===== src/sv/irfu_pkg.sv =====
// Shared constants, register indexes and controller/datapath interface types.
package irfu_pkg;

    localparam int FRAME_DEPTH_DEF = 64;

    localparam logic [7:0] BEGIN_CODE_RST  = 8'hC0;
    localparam logic [7:0] END_CODE_RST    = 8'hC1;
    localparam logic [7:0] ESCAPE_CODE_RST = 8'h7D;
    localparam logic [7:0] ESC_XOR         = 8'h20;

    localparam int CFG_IDX_W = 2;
    localparam logic [CFG_IDX_W-1:0] CFG_BEGIN  = 2'd0;
    localparam logic [CFG_IDX_W-1:0] CFG_END    = 2'd1;
    localparam logic [CFG_IDX_W-1:0] CFG_ESCAPE = 2'd2;

    // Commands from the controller to the datapath.
    typedef struct packed {
        logic restart;  // start a new frame with this byte at entry zero
        logic put;      // append this byte to the frame store
        logic xor_en;   // byte follows an escape and is flipped before storing
        logic drain;    // frame is being read out
        logic clear;    // readout finished, empty the store
    } t_dp_cmd;

    // Status from the datapath to the controller.
    typedef struct packed {
        logic hit_begin;
        logic hit_end;
        logic hit_escape;
        logic drain_done;
    } t_dp_status;

endpackage


===== src/sv/irfu_ram.sv =====
// Generic single-write, single-read RAM with a registered read port.
module irfu_ram #(
    parameter int WIDTH = 8,
    parameter int DEPTH = 64,
    localparam int ADDR_W = $clog2(DEPTH)
) (
    input  logic              i_clk,
    input  logic              i_wr_en,
    input  logic [ADDR_W-1:0] i_wr_addr,
    input  logic [WIDTH-1:0]  i_wr_data,
    input  logic              i_rd_en,
    input  logic [ADDR_W-1:0] i_rd_addr,
    output logic [WIDTH-1:0]  o_rd_data
);

    logic [WIDTH-1:0] r_mem [DEPTH];
    logic [WIDTH-1:0] r_rd_data;

    always_ff @(posedge i_clk) begin
        if (i_wr_en) begin
            r_mem[i_wr_addr] <= i_wr_data;
        end
        if (i_rd_en) begin
            r_rd_data <= r_mem[i_rd_addr];
        end
    end

    assign o_rd_data = r_rd_data;

endmodule


===== src/sv/irfu_ctrl.sv =====
// Receive phase state machine that issues store and drain commands.
module irfu_ctrl
    import irfu_pkg::*;
(
    input  logic       i_clk,
    input  logic       i_rst_n,
    input  logic       i_in_valid,
    output logic       o_in_stall,
    input  t_dp_status i_status,
    output t_dp_cmd    o_cmd
);

    localparam logic [2:0] S_IDLE   = 3'd0;
    localparam logic [2:0] S_BEGIN  = 3'd1;
    localparam logic [2:0] S_ESCAPE = 3'd2;
    localparam logic [2:0] S_DATA   = 3'd3;
    localparam logic [2:0] S_DRAIN  = 3'd4;

    logic [2:0] r_state;
    logic [2:0] n_state;
    logic       accept;

    assign o_in_stall = (r_state == S_DRAIN);
    assign accept     = i_in_valid && !o_in_stall;

    always_comb begin
        n_state = r_state;
        o_cmd   = '0;
        o_cmd.drain = (r_state == S_DRAIN);
        case (r_state)
            S_IDLE: begin
                if (accept && i_status.hit_begin) begin
                    o_cmd.restart = 1'b1;
                    n_state = S_BEGIN;
                end
            end
            S_BEGIN: begin
                if (accept) begin
                    if (i_status.hit_begin) begin
                        o_cmd.restart = 1'b1;
                    end else if (i_status.hit_escape) begin
                        n_state = S_ESCAPE;
                    end else if (i_status.hit_end) begin
                        n_state = S_IDLE;
                    end else begin
                        o_cmd.put = 1'b1;
                        n_state = S_DATA;
                    end
                end
            end
            S_ESCAPE: begin
                if (accept) begin
                    if (i_status.hit_begin) begin
                        o_cmd.restart = 1'b1;
                        n_state = S_BEGIN;
                    end else if (i_status.hit_end) begin
                        n_state = S_IDLE;
                    end else begin
                        o_cmd.put    = 1'b1;
                        o_cmd.xor_en = 1'b1;
                        n_state = S_DATA;
                    end
                end
            end
            S_DATA: begin
                if (accept) begin
                    if (i_status.hit_escape) begin
                        n_state = S_ESCAPE;
                    end else if (i_status.hit_begin) begin
                        o_cmd.restart = 1'b1;
                        n_state = S_BEGIN;
                    end else if (i_status.hit_end) begin
                        o_cmd.put = 1'b1;
                        n_state = S_DRAIN;
                    end else begin
                        o_cmd.put = 1'b1;
                    end
                end
            end
            S_DRAIN: begin
                if (i_status.drain_done) begin
                    o_cmd.clear = 1'b1;
                    n_state = S_IDLE;
                end
            end
            default: begin
                n_state = S_IDLE;
            end
        endcase
    end

    always_ff @(posedge i_clk) begin
        if (!i_rst_n) begin
            r_state <= S_IDLE;
        end else begin
            r_state <= n_state;
        end
    end

`ifndef SYNTHESIS
    // A readout only ends by returning to idle.
    a_drain_exit: assert property (@(posedge i_clk) disable iff (!i_rst_n)
        (r_state == S_DRAIN && i_status.drain_done) |=> (r_state == S_IDLE))
        else $error("drain did not return to idle");
`endif

endmodule


===== src/sv/irfu_dp.sv =====
// Datapath: code registers, frame store, fill tracking and the output register.
module irfu_dp
    import irfu_pkg::*;
#(
    parameter int FRAME_DEPTH = FRAME_DEPTH_DEF
) (
    input  logic                 i_clk,
    input  logic                 i_rst_n,
    input  logic                 i_cfg_we,
    input  logic [CFG_IDX_W-1:0] i_cfg_idx,
    input  logic [7:0]           i_cfg_data,
    input  logic [7:0]           i_rx_byte,
    input  t_dp_cmd              i_cmd,
    output t_dp_status           o_status,
    output logic                 o_out_valid,
    input  logic                 i_out_stall,
    output logic [7:0]           o_frame_byte,
    output logic                 o_last_of_frame,
    output logic                 o_frame_truncated
);

    localparam int ADDR_W = $clog2(FRAME_DEPTH);
    localparam int CNT_W  = $clog2(FRAME_DEPTH + 1);
    localparam logic [CNT_W-1:0] DEPTH_CNT = CNT_W'(FRAME_DEPTH);
    localparam logic [CNT_W-1:0] CNT_ONE   = CNT_W'(1);

    logic [7:0]       r_begin_code;
    logic [7:0]       r_end_code;
    logic [7:0]       r_escape_code;
    logic [CNT_W-1:0] r_fill;
    logic [CNT_W-1:0] n_fill;
    logic             r_ovf;
    logic             n_ovf;
    logic [CNT_W-1:0] r_rd_cnt;
    logic [CNT_W-1:0] n_rd_cnt;
    logic             r_pend;
    logic             r_pend_last;
    logic             r_out_valid;
    logic [7:0]       r_out_byte;
    logic             r_out_last;
    logic             r_out_trunc;

    logic              wr_en;
    logic [ADDR_W-1:0] wr_addr;
    logic [7:0]        wr_data;
    logic              rd_en;
    logic [7:0]        rd_data;

    assign o_status.hit_begin  = (i_rx_byte == r_begin_code);
    assign o_status.hit_end    = (i_rx_byte == r_end_code);
    assign o_status.hit_escape = (i_rx_byte == r_escape_code);
    assign o_status.drain_done = (r_rd_cnt == r_fill) && !r_pend;

    // A read is issued only when the output register is free by the next cycle.
    assign rd_en = i_cmd.drain && !r_pend && (r_rd_cnt != r_fill)
                   && (!r_out_valid || !i_out_stall);

    always_comb begin
        wr_en    = 1'b0;
        wr_addr  = r_fill[ADDR_W-1:0];
        wr_data  = i_cmd.xor_en ? (i_rx_byte ^ ESC_XOR) : i_rx_byte;
        n_fill   = r_fill;
        n_ovf    = r_ovf;
        n_rd_cnt = rd_en ? r_rd_cnt + CNT_ONE : r_rd_cnt;
        if (i_cmd.restart) begin
            wr_en   = 1'b1;
            wr_addr = '0;
            n_fill  = CNT_ONE;
            n_ovf   = 1'b0;
        end else if (i_cmd.put) begin
            if (r_fill < DEPTH_CNT) begin
                wr_en  = 1'b1;
                n_fill = r_fill + CNT_ONE;
            end else begin
                n_ovf = 1'b1;
            end
        end
        if (i_cmd.clear) begin
            n_fill   = '0;
            n_ovf    = 1'b0;
            n_rd_cnt = '0;
        end
    end

    always_ff @(posedge i_clk) begin
        if (!i_rst_n) begin
            r_begin_code  <= BEGIN_CODE_RST;
            r_end_code    <= END_CODE_RST;
            r_escape_code <= ESCAPE_CODE_RST;
            r_fill        <= '0;
            r_ovf         <= 1'b0;
            r_rd_cnt      <= '0;
            r_pend        <= 1'b0;
            r_out_valid   <= 1'b0;
        end else begin
            if (i_cfg_we) begin
                case (i_cfg_idx)
                    CFG_BEGIN:  r_begin_code  <= i_cfg_data;
                    CFG_END:    r_end_code    <= i_cfg_data;
                    CFG_ESCAPE: r_escape_code <= i_cfg_data;
                    default: begin
                    end
                endcase
            end
            r_fill      <= n_fill;
            r_ovf       <= n_ovf;
            r_rd_cnt    <= n_rd_cnt;
            r_pend      <= rd_en;
            r_out_valid <= r_pend || (r_out_valid && i_out_stall);
        end
    end

    always_ff @(posedge i_clk) begin
        if (rd_en) begin
            r_pend_last <= (r_rd_cnt + CNT_ONE == r_fill);
        end
        if (r_pend) begin
            r_out_byte  <= rd_data;
            r_out_last  <= r_pend_last;
            r_out_trunc <= r_ovf;
        end
    end

    irfu_ram #(
        .WIDTH (8),
        .DEPTH (FRAME_DEPTH)
    ) u_store (
        .i_clk     (i_clk),
        .i_wr_en   (wr_en),
        .i_wr_addr (wr_addr),
        .i_wr_data (wr_data),
        .i_rd_en   (rd_en),
        .i_rd_addr (r_rd_cnt[ADDR_W-1:0]),
        .o_rd_data (rd_data)
    );

    assign o_out_valid       = r_out_valid;
    assign o_frame_byte      = r_out_byte;
    assign o_last_of_frame   = r_out_last;
    assign o_frame_truncated = r_out_trunc;

`ifndef SYNTHESIS
    a_fill_bound: assert property (@(posedge i_clk) disable iff (!i_rst_n)
        r_fill <= DEPTH_CNT)
        else $error("fill count beyond store depth");

    a_rd_bound: assert property (@(posedge i_clk) disable iff (!i_rst_n)
        r_rd_cnt <= r_fill)
        else $error("read pointer passed fill count");

    a_pend_free: assert property (@(posedge i_clk) disable iff (!i_rst_n)
        r_pend |-> !r_out_valid)
        else $error("read data arrived while output register was full");
`endif

endmodule


===== src/sv/ir_async_frame_unstuffer_core.sv =====
// Top level of the asynchronous infrared frame receiver and unstuffer.
//
// This block takes received UART bytes, one request per byte, and tracks the
// asynchronous receive framing: a begin byte opens (or reopens) a frame, an
// escape byte is dropped and makes the following byte be stored with bit 5
// flipped, and an end byte closes the frame. An end byte right after a begin
// or an escape aborts the frame without any output. When a frame closes, the
// whole frame, begin and end bytes included, is sent out as a burst of output
// requests; the last one carries last_of_frame, and every one of them carries
// frame_truncated if bytes were dropped because the FRAME_DEPTH byte store
// filled up. While receiving, one byte is taken every clock cycle. Once an end
// byte is taken, input is stalled while the frame is read back through the
// store's registered read port and a single output register; a new read is
// issued only once the previous read's data has reached the output register.
// Input reopens once the last byte has reached the output register and the
// store is cleared, while the final output request may still wait to be
// taken. The three code registers are written through a simple write port
// and should only change while the block is idle.
module ir_async_frame_unstuffer_core
    import irfu_pkg::*;
#(
    parameter int FRAME_DEPTH = FRAME_DEPTH_DEF
) (
    input  logic                 i_clk,
    input  logic                 i_rst_n,
    // Configuration write port.
    input  logic                 i_cfg_we,
    input  logic [CFG_IDX_W-1:0] i_cfg_idx,
    input  logic [7:0]           i_cfg_data,
    // Input byte channel.
    input  logic                 i_in_valid,
    output logic                 o_in_stall,
    input  logic [7:0]           i_rx_byte,
    // Output frame channel.
    output logic                 o_out_valid,
    input  logic                 i_out_stall,
    output logic [7:0]           o_frame_byte,
    output logic                 o_last_of_frame,
    output logic                 o_frame_truncated
);

    t_dp_cmd    cmd;
    t_dp_status status;

    // The controller owns the receive phase and decides what each byte does.
    irfu_ctrl u_ctrl (
        .i_clk      (i_clk),
        .i_rst_n    (i_rst_n),
        .i_in_valid (i_in_valid),
        .o_in_stall (o_in_stall),
        .i_status   (status),
        .o_cmd      (cmd)
    );

    // The datapath holds the codes, the frame store and the output register.
    irfu_dp #(
        .FRAME_DEPTH (FRAME_DEPTH)
    ) u_dp (
        .i_clk             (i_clk),
        .i_rst_n           (i_rst_n),
        .i_cfg_we          (i_cfg_we),
        .i_cfg_idx         (i_cfg_idx),
        .i_cfg_data        (i_cfg_data),
        .i_rx_byte         (i_rx_byte),
        .i_cmd             (cmd),
        .o_status          (status),
        .o_out_valid       (o_out_valid),
        .i_out_stall       (i_out_stall),
        .o_frame_byte      (o_frame_byte),
        .o_last_of_frame   (o_last_of_frame),
        .o_frame_truncated (o_frame_truncated)
    );

endmodule


===== config.mk =====
export PLATFORM = sky130hd
export DESIGN_NAME = ir_async_frame_unstuffer_core
export DESIGN_NICKNAME = d
export VERILOG_FILES = /design/src/sv/irfu_pkg.sv /design/src/sv/irfu_ram.sv /design/src/sv/irfu_ctrl.sv /design/src/sv/irfu_dp.sv /design/src/sv/ir_async_frame_unstuffer_core.sv
export SDC_FILE = /design/constraint.sdc
export NUM_CORES = 1
export LEC_CHECK = 0
export ABC_AREA = 1
export BUFFER_PORTS_ARGS = -buffer_cell sky130_fd_sc_hd__clkbuf_2
export CORE_UTILIZATION = 35
export DETAILED_ROUTE_END_ITERATION = 6
export GPL_ROUTABILITY_DRIVEN = 0
export PLACE_DENSITY = 0.52
export SLEW_MARGIN = 20
export SYNTH_ARGS = -nofsm -noshare
export SYNTH_HDL_FRONTEND = slang
export SYNTH_HIERARCHICAL = 1
export SYNTH_SLANG_ARGS = --single-unit

===== constraint.sdc =====
create_clock -name i_clk -period 4.05 [get_ports i_clk]
set_input_delay 0.405 -clock i_clk [delete_from_list [all_inputs] [get_ports i_clk]]
set_output_delay 0.405 -clock i_clk [all_outputs]
set_load 0.05 [all_outputs]

==> load_flow_metrics.sql, run 1 <==
INSERT INTO impl_metrics (metric_group, metric, value, unit) VALUES
('drt', 'detail-route-antenna-nets', '0', ''),
('die', 'coreArea', '68700', 'um2'),
('timing', 'finalCritPeriodShare', '82.9', '%'),
('die', 'die_area', '70600', 'um2'),
('grt', 'grt_pass1_vias', '16400', ''),
('finish', 'fillcell_total', '6617', ''),
('finish', 'drive_above_1_share', '11.8', '%'),
('timing', 'tns', '0', 'ps'),
('flow_run', 'drv.max_cap_violation_count', '0', ''),
('timing', 'fmaxAchievable', '298', 'MHz'),
('drt', 'finalWirelength', '66200', 'um'),
('synthesis', 'synth.yosys.seq_area_share', '69.1', '%'),
('synthesis', 'synth_async_sr_flop_share', '0', '%'),
('synthesis', 'synth_top_family_by_area', 'simple AND/OR/NAND/NOR gates', ''),
('hold_path', 'hold_path_end', 'u_dp/r_escape_code[0]', ''),
('timing', 'hold_viol_final', '0', ''),
('die', 'std_cell_rows', '96', ''),
('drt', 'total_via_count_in_the_routed_design', '16500', ''),
('worst_setup_path', 'critical_path_at', '3680', 'ps'),
('clocking', 'num_cts_buffers', '59', ''),
('timing', 'unrepaired_setup_endpoints_after_global_routing', 'no', ''),
('grt', 'grt.total_usage', '18.8', '%'),
('synthesis', 'synth_fa_ha_area_share', '0.103', '%'),
('grt', 'antenna_found_initial', '1', ''),
('worst_setup_path', 'worst_case_register_to_register_setup_slack', '690', 'ps'),
('drt', 'detail_route.drc_violations', '0', ''),
('run_status', 'result_of_the_run', 'finished clean', ''),
('worst_setup_path', 'crit_path_max_fanout', '10', ''),
('worst_setup_path', 'ff2ff_path_depth', '15', ''),
('synthesis', 'synthesis.area_per_instance', '11.0', 'um2'),
('hold_path', 'min-delay-path-class', 'in -> reg', ''),
('timing', 'slew_viol_final', '0', ''),
('timing', 'finClkSkew', '28.6', 'ps'),
('synthesis', 'synth_nets', '2228', ''),
('finish', 'finish.utilization', '40.5', '%'),
('die', 'initial_standard_cell_utilization_of_the_core', '35.4', '%'),
('clocking', 'total_number_of_h_tree_levels', '2', ''),
('synthesis', 'postSynthCellCount', '2203', ''),
('synthesis', 'share_of_cell_area_taken_by_muxes_after_synthesis', '0', '%'),
('timing', 'timing.max_slew.rel_slack', '24.7', '%'),
('drt', 'drt_iter0_markers', '1622', ''),
('timing', 'timing.final.ws_setup', '692', 'ps'),
('worst_setup_path', 'worstReg2RegEnd', 'u_dp/u_store/r_mem[8][2]', ''),
('worst_setup_path', 'worst-setup-path-type', 'reg -> reg', ''),
('finish', 'post_layout_nets', '2305', ''),
('grt', 'groute.layer.met3.usage', '2.40', '%'),
('synthesis', 'synth.cell_area', '24300', 'um2'),
('grt', 'met2_demand_to_capacity_share_in_global_routing', '31.7', '%'),
('synthesis', 'ys.warnings.count', '6', ''),
('grt', 'wire_length_of_the_first_global_routing_pass', '99900', 'um'),
('place', 'hpwl', '39900', 'um'),
('timing', 'finalHoldWorstSlack', '31.3', 'ps'),
('synthesis', 'post_synth_xor_area_fraction', '0.900', '%'),
('die', 'num_io_pins', '35', ''),
('clocking', 'clock_sinks', '575', ''),
('clocking', 'clock-root-buffer', 'sky130_fd_sc_hd__clkbuf_16', ''),
('die', 'floorplan.die.height', '266', 'um'),
('grt', 'use_met1', '25.3', '%'),
('synthesis', 'fraction_of_the_mapped_netlist_area_in_compound_gates', '0.787', '%'),
('hold_path', 'hold_depth', '3', ''),
('synthesis', 'synth_simple_gate_area_share', '24.7', '%'),
('hold_path', 'worstHoldStart', 'i_cfg_data[0]', ''),
('synthesis', 'register_bit_count_reported_by_yosys', '575', ''),
('drt', 'drtPass1Iterations', '7', ''),
('synthesis', 'synth_enable_flop_cells', '531', ''),
('place', 'post-place-ws', '235', 'ps'),
('synthesis', 'post-synth-top-area-fraction', '65.5', '%'),
('power', 'pwr_density_cell', '547', 'nW/um2'),
('synthesis', 'post-synth-top-area-cell', 'sky130_fd_sc_hd__edfxtp_1', ''),
('timing', 'actual_slew_at_the_worst_max_slew_pin', '1130', 'ps'),
('clocking', 'clk-insertion-delay-late', '630', 'ps');
stage by stage:
stage,cell area (um2),total power (W),std cells
final,27800,0.0152,3263
after global routing,27800,0.0158,3262
after CTS,27800,0.0154,3262
after detailed placement,25700,0.00942,3149
after global placement,25700,0.00942,3149
after floorplan,24300,0.00861,2203
worst max path at each step:
stage / from / end / depth (start not counted)
detailed placement: i_rx_byte[6] / u_dp/u_store/r_mem[8][2] / 17
global route: u_dp/r_begin_code[3] / u_dp/u_store/r_mem[54][3] / 14
floorplan: i_rx_byte[5] / u_dp/u_store/r_mem[0][5] / 9
global placement: i_rx_byte[6] / u_dp/u_store/r_mem[8][1] / 17
CTS: u_dp/r_begin_code[3] / u_dp/u_store/r_mem[8][2] / 15
finish: u_dp/r_begin_code[3] / u_dp/u_store/r_mem[8][2] / 15
flip-flops by register name, indices dropped and copies added (netlist names), 3 cells and up:
register	count
u_dp/r_end_code	8
u_dp/r_fill	7
u_dp/r_rd_cnt	7
u_ctrl/r_state	3
u_dp/o_frame_byte	8
u_dp/r_escape_code	8
u_dp/r_begin_code	8
u_dp/u_store/r_mem	512
u_dp/u_store/o_rd_data	8
per-layer routing:
| metal | part of all wire (%) | vias to the layer above |
|---|---|---|
| met1 | 44 | 8135 |
| met5 | 0 | - |
| li1 | - | 7805 |
| met3 | 5.5 | 99 |
| met2 | 48 | 507 |
| met4 | 2.3 | 0 |
cell usage after synthesis, types with 2 or more instances:
| cell | count |
|---|---|
| sky130_fd_sc_hd__clkbuf_1 | 19 |
| sky130_fd_sc_hd__nand4_1 | 20 |
| sky130_fd_sc_hd__xnor2_1 | 18 |
| sky130_fd_sc_hd__nand2_2 | 3 |
| sky130_fd_sc_hd__nor3_1 | 4 |
| sky130_fd_sc_hd__or2_2 | 12 |
| sky130_fd_sc_hd__o21ai_0 | 16 |
| sky130_fd_sc_hd__nand3_2 | 6 |
| sky130_fd_sc_hd__nor2_2 | 3 |
| sky130_fd_sc_hd__buf_4 | 16 |
| sky130_fd_sc_hd__buf_6 | 36 |
| sky130_fd_sc_hd__inv_2 | 2 |
| sky130_fd_sc_hd__nor2_4 | 2 |
| sky130_fd_sc_hd__inv_1 | 48 |
| sky130_fd_sc_hd__nor4_1 | 8 |
| sky130_fd_sc_hd__buf_1 | 10 |
| sky130_fd_sc_hd__edfxtp_1 | 531 |
| sky130_fd_sc_hd__xor2_1 | 7 |
| sky130_fd_sc_hd__a21oi_1 | 15 |
| sky130_fd_sc_hd__buf_2 | 38 |
| sky130_fd_sc_hd__buf_8 | 2 |
| sky130_fd_sc_hd__nand2_1 | 733 |
| sky130_fd_sc_hd__dfxtp_1 | 44 |
| sky130_fd_sc_hd__nand3_1 | 471 |
| sky130_fd_sc_hd__ha_1 | 2 |
| sky130_fd_sc_hd__nor2_1 | 126 |
cell families (layout without fill, tap and decap cells):
group	Yosys count	after routing
compound gates	35	35
simple gates	1391	1391
buf+inv	175	303
fa+ha+maj	2	2
flops	575	575
other cells	0	1
xor+xnor	25	25
critical path: stages, from the launching register on:
cell,delay [ps]
sky130_fd_sc_hd__dfxtp_1,330
sky130_fd_sc_hd__or2_2,300
sky130_fd_sc_hd__nand4_1,120
sky130_fd_sc_hd__nor3_1,80
sky130_fd_sc_hd__buf_4,160
sky130_fd_sc_hd__inv_1,100
sky130_fd_sc_hd__nand2_1,110
sky130_fd_sc_hd__o21ai_1,210
sky130_fd_sc_hd__nand2_1,160
sky130_fd_sc_hd__inv_1,140
sky130_fd_sc_hd__nor2_1,50
sky130_fd_sc_hd__inv_1,230
sky130_fd_sc_hd__nand4_1,350
sky130_fd_sc_hd__buf_4,270
sky130_fd_sc_hd__nor2_1,210
sky130_fd_sc_hd__buf_4,230
final cells by class:
type / instances / area, um2 / area share (%)
clock inverters: 43 / 584 / 2.10
well taps: 931 / 1160 / 4.18
repair buffers: 138 / 1020 / 3.65
clock buffers: 69 / 1570 / 5.62
diodes: 1 / 2.50 / 0.00899
flip-flops and latches: 575 / 16800 / 60.5
inverters: 53 / 209 / 0.751
multi-input cells: 1453 / 6460 / 23.2
placed cells by master, fill, tap and decap left out, drive strengths merged, types with 18 or more instances in the layout:
cell type / count
buf: 107
clkbuf: 99
clkinv: 22
dfxtp: 44
edfxtp: 531
inv: 54
nand2: 736
nand3: 477
nand4: 20
nor2: 131
xnor2: 18
where the power goes:
group          internal, W  leakage (nW)  total [W]  switching (W)
logic             0.000685          3.93    0.00261        0.00193
registers          0.00660          5.13    0.00669      0.0000941
clock network      0.00360          1.04    0.00593        0.00233
what timing repair did:
| item | in CTS | in global routing |
|---|---|---|
| hold buffers | 1 | 0 |
| endpoints found under the hold margin | 1 | 0 |
| setup buffers | 0 | 0 |
No activity file was read; power rests on OpenSTA's default activity.
==> run 2: changes to the inputs <==
--- a/config.mk
+++ b/config.mk
@@ -10,7 +10,7 @@
 export CORE_UTILIZATION = 35
 export DETAILED_ROUTE_END_ITERATION = 6
 export GPL_ROUTABILITY_DRIVEN = 0
-export PLACE_DENSITY = 0.52
+export PLACE_DENSITY = 0.54
 export SLEW_MARGIN = 20
 export SYNTH_ARGS = -nofsm -noshare
 export SYNTH_HDL_FRONTEND = slang
==> constraint.sdc (replaced) <==
create_clock -name i_clk -period 2.94 [get_ports i_clk]
set_input_delay 0.294 -clock i_clk [delete_from_list [all_inputs] [get_ports i_clk]]
set_output_delay 0.294 -clock i_clk [all_outputs]
set_load 0.05 [all_outputs]
==> load_flow_metrics.sql, run 2 (same netlist as run 1, synthesis figures left out) <==
INSERT INTO impl_metrics (metric_group, metric, value, unit) VALUES
('finish', 'drive_above_1_share', '13.2', '%'),
('finish', 'largest_register_ffs', '512', ''),
('flow_run', 'drv.max_cap_violation_count', '0', ''),
('die', 'num_io_pins', '35', ''),
('timing', 'hold_viol_final', '0', ''),
('finish', 'postLayoutCellArea', '28100', 'um2'),
('grt', 'grt.total_usage', '18.6', '%'),
('run_status', 'result_of_the_run', 'finished clean', ''),
('finish', 'post_layout_nets', '2362', ''),
('place', 'hpwl', '40300', 'um'),
('drt', 'finalWirelength', '64600', 'um'),
('timing', 'setup_violations', '0', ''),
('drt', 'detail-route-antenna-nets', '0', ''),
('finish', 'finish.utilization', '40.9', '%'),
('timing', 'actual_slew_at_the_worst_max_slew_pin', '1050', 'ps'),
('clocking', 'clk-insertion-delay-late', '640', 'ps'),
('worst_setup_path', 'start_kind', 'flip-flop', ''),
('finish', 'seq_area', '16800', 'um2'),
('grt', 'grt_pass1_vias', '16400', ''),
('drt', 'drtPass1Iterations', '5', ''),
('die', 'die_width', '266', 'um'),
('finish', 'mostFrequentLayoutCell', 'sky130_fd_sc_hd__nand2_1', ''),
('power', 'leakage_power', '10.3', 'nW'),
('timing', 'fmaxAchievable', '361', 'MHz'),
('clocking', 'clkTransAtPathRegs', '60', 'ps'),
('timing', 'slew_viol_final', '0', ''),
('finish', 'layout-area-overhead-vs-synth', '15.6', '%'),
('die', 'initial_standard_cell_utilization_of_the_core', '35.4', '%'),
('worst_setup_path', 'critical_path_at', '3100', 'ps'),
('die', 'coreArea', '68700', 'um2'),
('worst_setup_path', 'setup.worst_path.start', 'u_dp/r_begin_code[6]', ''),
('clocking', 'clock-root-buffer', 'sky130_fd_sc_hd__clkbuf_16', ''),
('clocking', 'clock_tree_from_tritoncts', 'done', ''),
('worst_setup_path', 'r2r-start', 'u_dp/r_begin_code[6]', ''),
('clocking', 'clock_sinks', '575', ''),
('finish', 'fin_cells', '3313', ''),
('timing', 'unrepaired_setup_endpoints_after_global_routing', 'no', ''),
('die', 'floorplan.die.height', '266', 'um'),
('hold_path', 'min-delay-path-class', 'in -> reg', ''),
('finish', 'multi_input_area', '6510', 'um2'),
('worst_setup_path', 'worst-setup-path-type', 'reg -> reg', ''),
('drt', 'detail_route.drc_violations', '0', ''),
('worst_setup_path', 'crit_path_end_kind', 'flip-flop', ''),
('power', 'worst_ir_drop_on_vdd', '0.460', 'mV'),
('finish', 'regMostFlops', 'u_dp/u_store/r_mem', ''),
('worst_setup_path', 'crit_required', '3270', 'ps'),
('place', 'post-place-ws', '-561', 'ps'),
('finish', 'most-common-layout-cells', '733 x sky130_fd_sc_hd__nand2_1, 531 x sky130_fd_sc_hd__edfxtp_1, 471 x sky130_fd_sc_hd__nand3_1', ''),
('timing', 'timing.final.ws_setup', '167', 'ps'),
('grt', 'grt_max_degree', '130', ''),
('hold_path', 'worstHoldStart', 'i_cfg_idx[0]', ''),
('finish', 'diodes', '0', ''),
('drt', 'post_drt_via_cell_ratio', '4.98', ''),
('grt', 'grt_overflow_total', '0', ''),
('clocking', 'clk_path_buf_depth', '3', ''),
('drt', 'wl_per_cell', '19.5', 'um'),
('finish', 'fillcell_total', '6606', ''),
('grt', 'wire_length_of_the_first_global_routing_pass', '99000', 'um'),
('die', 'std_cell_rows', '96', ''),
('timing', 'post-route-min-period', '2770', 'ps'),
('place', 'dpl_cell_area', '26200', 'um2'),
('timing', 'timing.max_slew.rel_slack', '30.1', '%'),
('timing', 'finalCritPeriodShare', '94.3', '%'),
('timing', 'finClkSkew', '26.4', 'ps'),
('place', 'place.detailed.instances', '3197', ''),
('drt', 'total_via_count_in_the_routed_design', '16500', ''),
('clocking', 'total_number_of_h_tree_levels', '2', ''),
('die', 'die_area', '70600', 'um2'),
('clocking', 'num_cts_buffers', '59', ''),
('power', 'p_total', '0.0200', 'W'),
('grt', 'antenna_found_initial', '0', ''),
('power', 'pwr_density_cell', '712', 'nW/um2'),
('worst_setup_path', 'crit_path_max_fanout', '8', ''),
('drt', 'drt_iter0_markers', '1565', ''),
('place', 'port_buffers', '34', '');
[run 2: changes by cell type in the layout (fill, tap and decap cells not counted), moves of 4 or more]
| cell | before | now |
|---|---|---|
| sky130_fd_sc_hd__nor2_2 | 3 | 7 |
| sky130_fd_sc_hd__clkbuf_1 | 6 | 20 |
| sky130_fd_sc_hd__buf_12 | 5 | 15 |
| sky130_fd_sc_hd__buf_2 | 4 | 0 |
| sky130_fd_sc_hd__bufinv_16 | 13 | 3 |
| sky130_fd_sc_hd__clkinvlp_4 | 7 | 1 |
| sky130_fd_sc_hd__nor2_1 | 126 | 122 |
| sky130_fd_sc_hd__clkbuf_2 | 30 | 34 |
| sky130_fd_sc_hd__buf_4 | 98 | 137 |
| sky130_fd_sc_hd__dlygate4sd3_1 | 1 | 9 |
[run 2: critical path: stages (launching register included)]
cell and delay [ps]:
sky130_fd_sc_hd__dfxtp_1 360, sky130_fd_sc_hd__or2_2 130, sky130_fd_sc_hd__nand4_1 140, sky130_fd_sc_hd__nor3_2 280
sky130_fd_sc_hd__buf_4 180, sky130_fd_sc_hd__o2111a_2 350, sky130_fd_sc_hd__nor2_1 90, sky130_fd_sc_hd__inv_2 90
sky130_fd_sc_hd__buf_4 150, sky130_fd_sc_hd__nand4_1 160, sky130_fd_sc_hd__buf_4 210, sky130_fd_sc_hd__nor2_1 130
sky130_fd_sc_hd__buf_4 190
[run 2: through the flow]
stage	setup TNS (ps)	hold WS, ps
floorplan	-24900	393
global placement	-157630	406
detailed placement	-216010	414
CTS	0	47.9
global route	0	86.8
finish	0	84.6
[run 2: worst paths after layout]
check,end,slack (ps),cells past startpoint
max,u_dp/u_store/r_mem[45][2],170,12
max reg2reg,u_dp/u_store/r_mem[45][2],170,12
min,u_dp/r_escape_code[6],80,4
min reg2reg,u_dp/o_frame_byte[4],430,0
[run 2: final cells by class]
cell class	count	share of cell area, %
Clock buffer	82	5.66
Tap cell	931	4.14
Multi-Input combinational cell	1453	23.2
Clock inverter	24	0.787
Timing Repair Buffer	195	5.65
Inverter	53	0.743
Sequential cell	575	59.9
[run 2: what timing repair did]
item,4_1_cts,5_1_grt
pin swaps,0,1
endpoints found under the hold margin,25,0
hold buffers,9,0
endpoints found under the setup margin,331,117
gates resized for setup,2,5
setup buffers,0,1
cloned,0,0
[run 2: per-layer routing]
layer	part of all wire, %	track usage, %	routed length (um)	up-vias
li1	-	-	-	7902
met5	0	0	0	-
met1	44	25.2	28300	8020
met2	48	31.0	30900	490
met4	2.9	5.92	1870	0
met3	5.5	2.50	3540	103
[run 2: power breakdown]
group          leakage, nW  switching [W]  internal, W
Sequential            5.13      0.0000973      0.00909
Combinational         4.25        0.00268      0.00106
Clock                0.887        0.00306      0.00404
Total                 10.3        0.00583       0.0142
==> run 3: changes to the inputs <==
--- a/config.mk
+++ b/config.mk
@@ -7,10 +7,10 @@
 export LEC_CHECK = 0
 export ABC_AREA = 1
 export BUFFER_PORTS_ARGS = -buffer_cell sky130_fd_sc_hd__clkbuf_2
-export CORE_UTILIZATION = 35
+export CORE_UTILIZATION = 28
 export DETAILED_ROUTE_END_ITERATION = 6
 export GPL_ROUTABILITY_DRIVEN = 0
-export PLACE_DENSITY = 0.54
+export PLACE_DENSITY = 0.46
 export SLEW_MARGIN = 20
 export SYNTH_ARGS = -nofsm -noshare
 export SYNTH_HDL_FRONTEND = slang
==> load_flow_metrics.sql, run 3 (same netlist as run 1, synthesis figures left out) <==
INSERT INTO impl_metrics (metric_group, metric, value, unit) VALUES
('run_status', 'result_of_the_run', 'finished clean', ''),
('timing', 'setup_violations', '0', ''),
('finish', 'postLayoutCellArea', '28800', 'um2'),
('drt', 'post_drt_via_cell_ratio', '4.70', ''),
('die', 'initial_standard_cell_utilization_of_the_core', '28.4', '%'),
('finish', 'fillcell_total', '8686', ''),
('timing', 'timing.max_slew.rel_slack', '37.2', '%'),
('worst_setup_path', 'crit_required', '3230', 'ps'),
('grt', 'grt_pass1_vias', '16800', ''),
('timing', 'finClkSkew', '22.2', 'ps'),
('worst_setup_path', 'critical_path_buf_inv_count', '5', ''),
('hold_path', 'min-delay-path-class', 'in -> reg', ''),
('clocking', 'clk-insertion-delay-late', '590', 'ps'),
('grt', 'met2_demand_to_capacity_share_in_global_routing', '26.9', '%'),
('place', 'dpl_cell_area', '26400', 'um2'),
('worst_setup_path', 'start_kind', 'flip-flop', ''),
('finish', 'finish.utilization', '33.6', '%'),
('finish', 'post_layout_nets', '2369', ''),
('clocking', 'clkTransAtPathRegs', '60', 'ps'),
('grt', 'wire_length_of_the_first_global_routing_pass', '105000', 'um'),
('die', 'die_area', '88100', 'um2'),
('clocking', 'clk_path_buf_depth', '3', ''),
('worst_setup_path', 'cp_slowest_cell', 'sky130_fd_sc_hd__dfxtp_1', ''),
('worst_setup_path', 'critical_path.top_delay_family', 'simple AND/OR/NAND/NOR gates', ''),
('worst_setup_path', 'crit_path_end_kind', 'flip-flop', ''),
('flow_run', 'drv.max_cap_violation_count', '0', ''),
('timing', 'timing.final.ws_setup', '159', 'ps'),
('clocking', 'clock_sinks', '575', ''),
('drt', 'finalWirelength', '70500', 'um'),
('place', 'port_buffers', '34', ''),
('timing', 'post-route-min-period', '2780', 'ps'),
('worst_setup_path', 'worst_case_register_to_register_setup_slack', '160', 'ps'),
('timing', 'finalCritPeriodShare', '94.6', '%'),
('drt', 'total_via_count_in_the_routed_design', '16600', ''),
('finish', 'seq_area', '16800', 'um2'),
('finish', 'layout-area-overhead-vs-synth', '18.4', '%'),
('drt', 'drt_iter0_markers', '1225', ''),
('worst_setup_path', 'crit_path_max_fanout', '8', ''),
('timing', 'actual_slew_at_the_worst_max_slew_pin', '942', 'ps'),
('clocking', 'num_cts_buffers', '67', ''),
('finish', 'regMostFlops', 'u_dp/u_store/r_mem', ''),
('grt', 'groute.layer.met3.usage', '2.79', '%'),
('timing', 'hold_viol_final', '0', ''),
('finish', 'mostFrequentLayoutCell', 'sky130_fd_sc_hd__nand2_1', ''),
('finish', 'drive_above_1_share', '14.3', '%'),
('worst_setup_path', 'worstReg2RegEnd', 'u_dp/u_store/r_mem[60][1]', ''),
('worst_setup_path', 'r2r-start', 'u_dp/r_begin_code[5]', ''),
('die', 'die_width', '297', 'um'),
('power', 'pwr_density_cell', '730', 'nW/um2'),
('clocking', 'clock_tree_from_tritoncts', 'done', ''),
('timing', 'fmaxAchievable', '360', 'MHz'),
('place', 'post-place-ws', '-457', 'ps'),
('drt', 'wl_per_cell', '19.9', 'um'),
('worst_setup_path', 'crit_top_cell', 'sky130_fd_sc_hd__buf_4', ''),
('power', 'p_total', '0.0210', 'W'),
('grt', 'grt_overflow_total', '0', ''),
('grt', 'use_met1', '20.4', '%'),
('hold_path', 'worstHoldStart', 'i_rx_byte[6]', ''),
('hold_path', 'hold_path_end', 'u_dp/u_store/r_mem[49][6]', ''),
('drt', 'detail-route-antenna-nets', '0', ''),
('finish', 'multi_input_area', '6620', 'um2'),
('die', 'coreArea', '85700', 'um2'),
('worst_setup_path', 'critical_path_at', '3080', 'ps'),
('clocking', 'clock-root-buffer', 'sky130_fd_sc_hd__clkbuf_16', ''),
('die', 'floorplan.die.height', '297', 'um'),
('drt', 'drtPass1Iterations', '5', ''),
('worst_setup_path', 'ff2ff_path_depth', '12', ''),
('hold_path', 'hold_depth', '1', ''),
('grt', 'antenna_found_initial', '0', ''),
('grt', 'grt_max_degree', '148', ''),
('finish', 'diodes', '0', ''),
('clocking', 'total_number_of_h_tree_levels', '3', ''),
('finish', 'most-common-layout-cells', '732 x sky130_fd_sc_hd__nand2_1, 531 x sky130_fd_sc_hd__edfxtp_1, 471 x sky130_fd_sc_hd__nand3_1', ''),
('timing', 'unrepaired_setup_endpoints_after_global_routing', 'yes', ''),
('finish', 'largest_register_ffs', '512', ''),
('worst_setup_path', 'max_stage_delay_on_crit_path', '330', 'ps'),
('place', 'hpwl', '44400', 'um'),
('die', 'std_cell_rows', '107', ''),
('drt', 'detail_route.drc_violations', '0', ''),
('grt', 'grt.total_usage', '15.9', '%'),
('worst_setup_path', 'worst-setup-path-type', 'reg -> reg', ''),
('power', 'leakage_power', '10.5', 'nW'),
('timing', 'slew_viol_final', '0', ''),
('power', 'worst_ir_drop_on_vdd', '0.395', 'mV'),
('grt', 'global_route.peak_usage_layer', 'met2', ''),
('die', 'num_io_pins', '35', ''),
('worst_setup_path', 'critical_path.cell_chain', 'xnor2_2 -> nand4_1 -> nor3_4 -> o2111a_1 -> buf_6 -> nor2_1 -> inv_1 -> buf_4 -> nand4_1 -> buf_4 -> nor2_1 -> buf_4', '');
[run 3: worst max-delay path by stage]
stage / start / to / cells after the start
after detailed placement: i_rx_byte[6] / u_dp/u_store/r_mem[14][2] / 12
final: u_dp/r_begin_code[5] / u_dp/u_store/r_mem[60][1] / 12
after global placement: i_rx_byte[6] / u_dp/u_store/r_mem[14][6] / 12
after floorplan: i_rx_byte[5] / u_dp/u_store/r_mem[48][0] / 12
after global routing: u_dp/r_begin_code[5] / u_dp/u_store/r_mem[60][4] / 12
after CTS: u_dp/r_escape_code[5] / u_dp/u_store/r_mem[45][1] / 12
[run 3: area by class of cell]
| class | instances | share of cell area [%] |
|---|---|---|
| sequential | 575 | 58.4 |
| clock buffer | 88 | 6.39 |
| inverter | 53 | 0.738 |
| tap | 1144 | 4.97 |
| timing repair buffer | 194 | 5.49 |
| clock inverter | 29 | 1.00 |
| multi-input combinational | 1453 | 23.0 |
[run 3: where the power goes]
group	internal [W]	switching, W
clock network	0.00492	0.00322
registers	0.00909	0.0000928
logic	0.00104	0.00267
total	0.0151	0.00598
[run 3: worst reg2reg max path, stage by stage (launching register included)]
cell                       delay [ps]
sky130_fd_sc_hd__dfxtp_1          330
sky130_fd_sc_hd__xnor2_2          180
sky130_fd_sc_hd__nand4_1          170
sky130_fd_sc_hd__nor3_4           330
sky130_fd_sc_hd__o2111a_1         270
sky130_fd_sc_hd__buf_6            160
sky130_fd_sc_hd__nor2_1            80
sky130_fd_sc_hd__inv_1             70
sky130_fd_sc_hd__buf_4            180
sky130_fd_sc_hd__nand4_1          180
sky130_fd_sc_hd__buf_4            240
sky130_fd_sc_hd__nor2_1           110
sky130_fd_sc_hd__buf_4            190
[run 3: repair_timing]
| item | CTS | global route |
|---|---|---|
| endpoints found under the setup margin | 200 | 520 |
| buffers inserted | 1 | 1 |
| hold buffers | 9 | 0 |
| endpoints found under the hold margin | 22 | 0 |
| pin swaps | 2 | 10 |
| gates resized for setup | 9 | 30 |
[run 3: routing by layer]
| metal | up-vias | share of wire [%] |
|---|---|---|
| met5 | - | 0 |
| met4 | 0 | 2.4 |
| met3 | 93 | 5.1 |
| met2 | 429 | 49 |
| met1 | 8166 | 44 |
| li1 | 7916 | - |
[run 3: metrics by stage]
| step | instances | TNS [ps] | hold WS [ps] |
|---|---|---|---|
| final | 3536 | 0 | 27.8 |
| after floorplan | 2203 | -24900 | 393 |
| after detailed placement | 3408 | -113660 | 405 |
| after CTS | 3535 | 0 | 8.44 |
| after global placement | 3408 | -91930 | 408 |
| after global routing | 3536 | -6.45 | 14.6 |
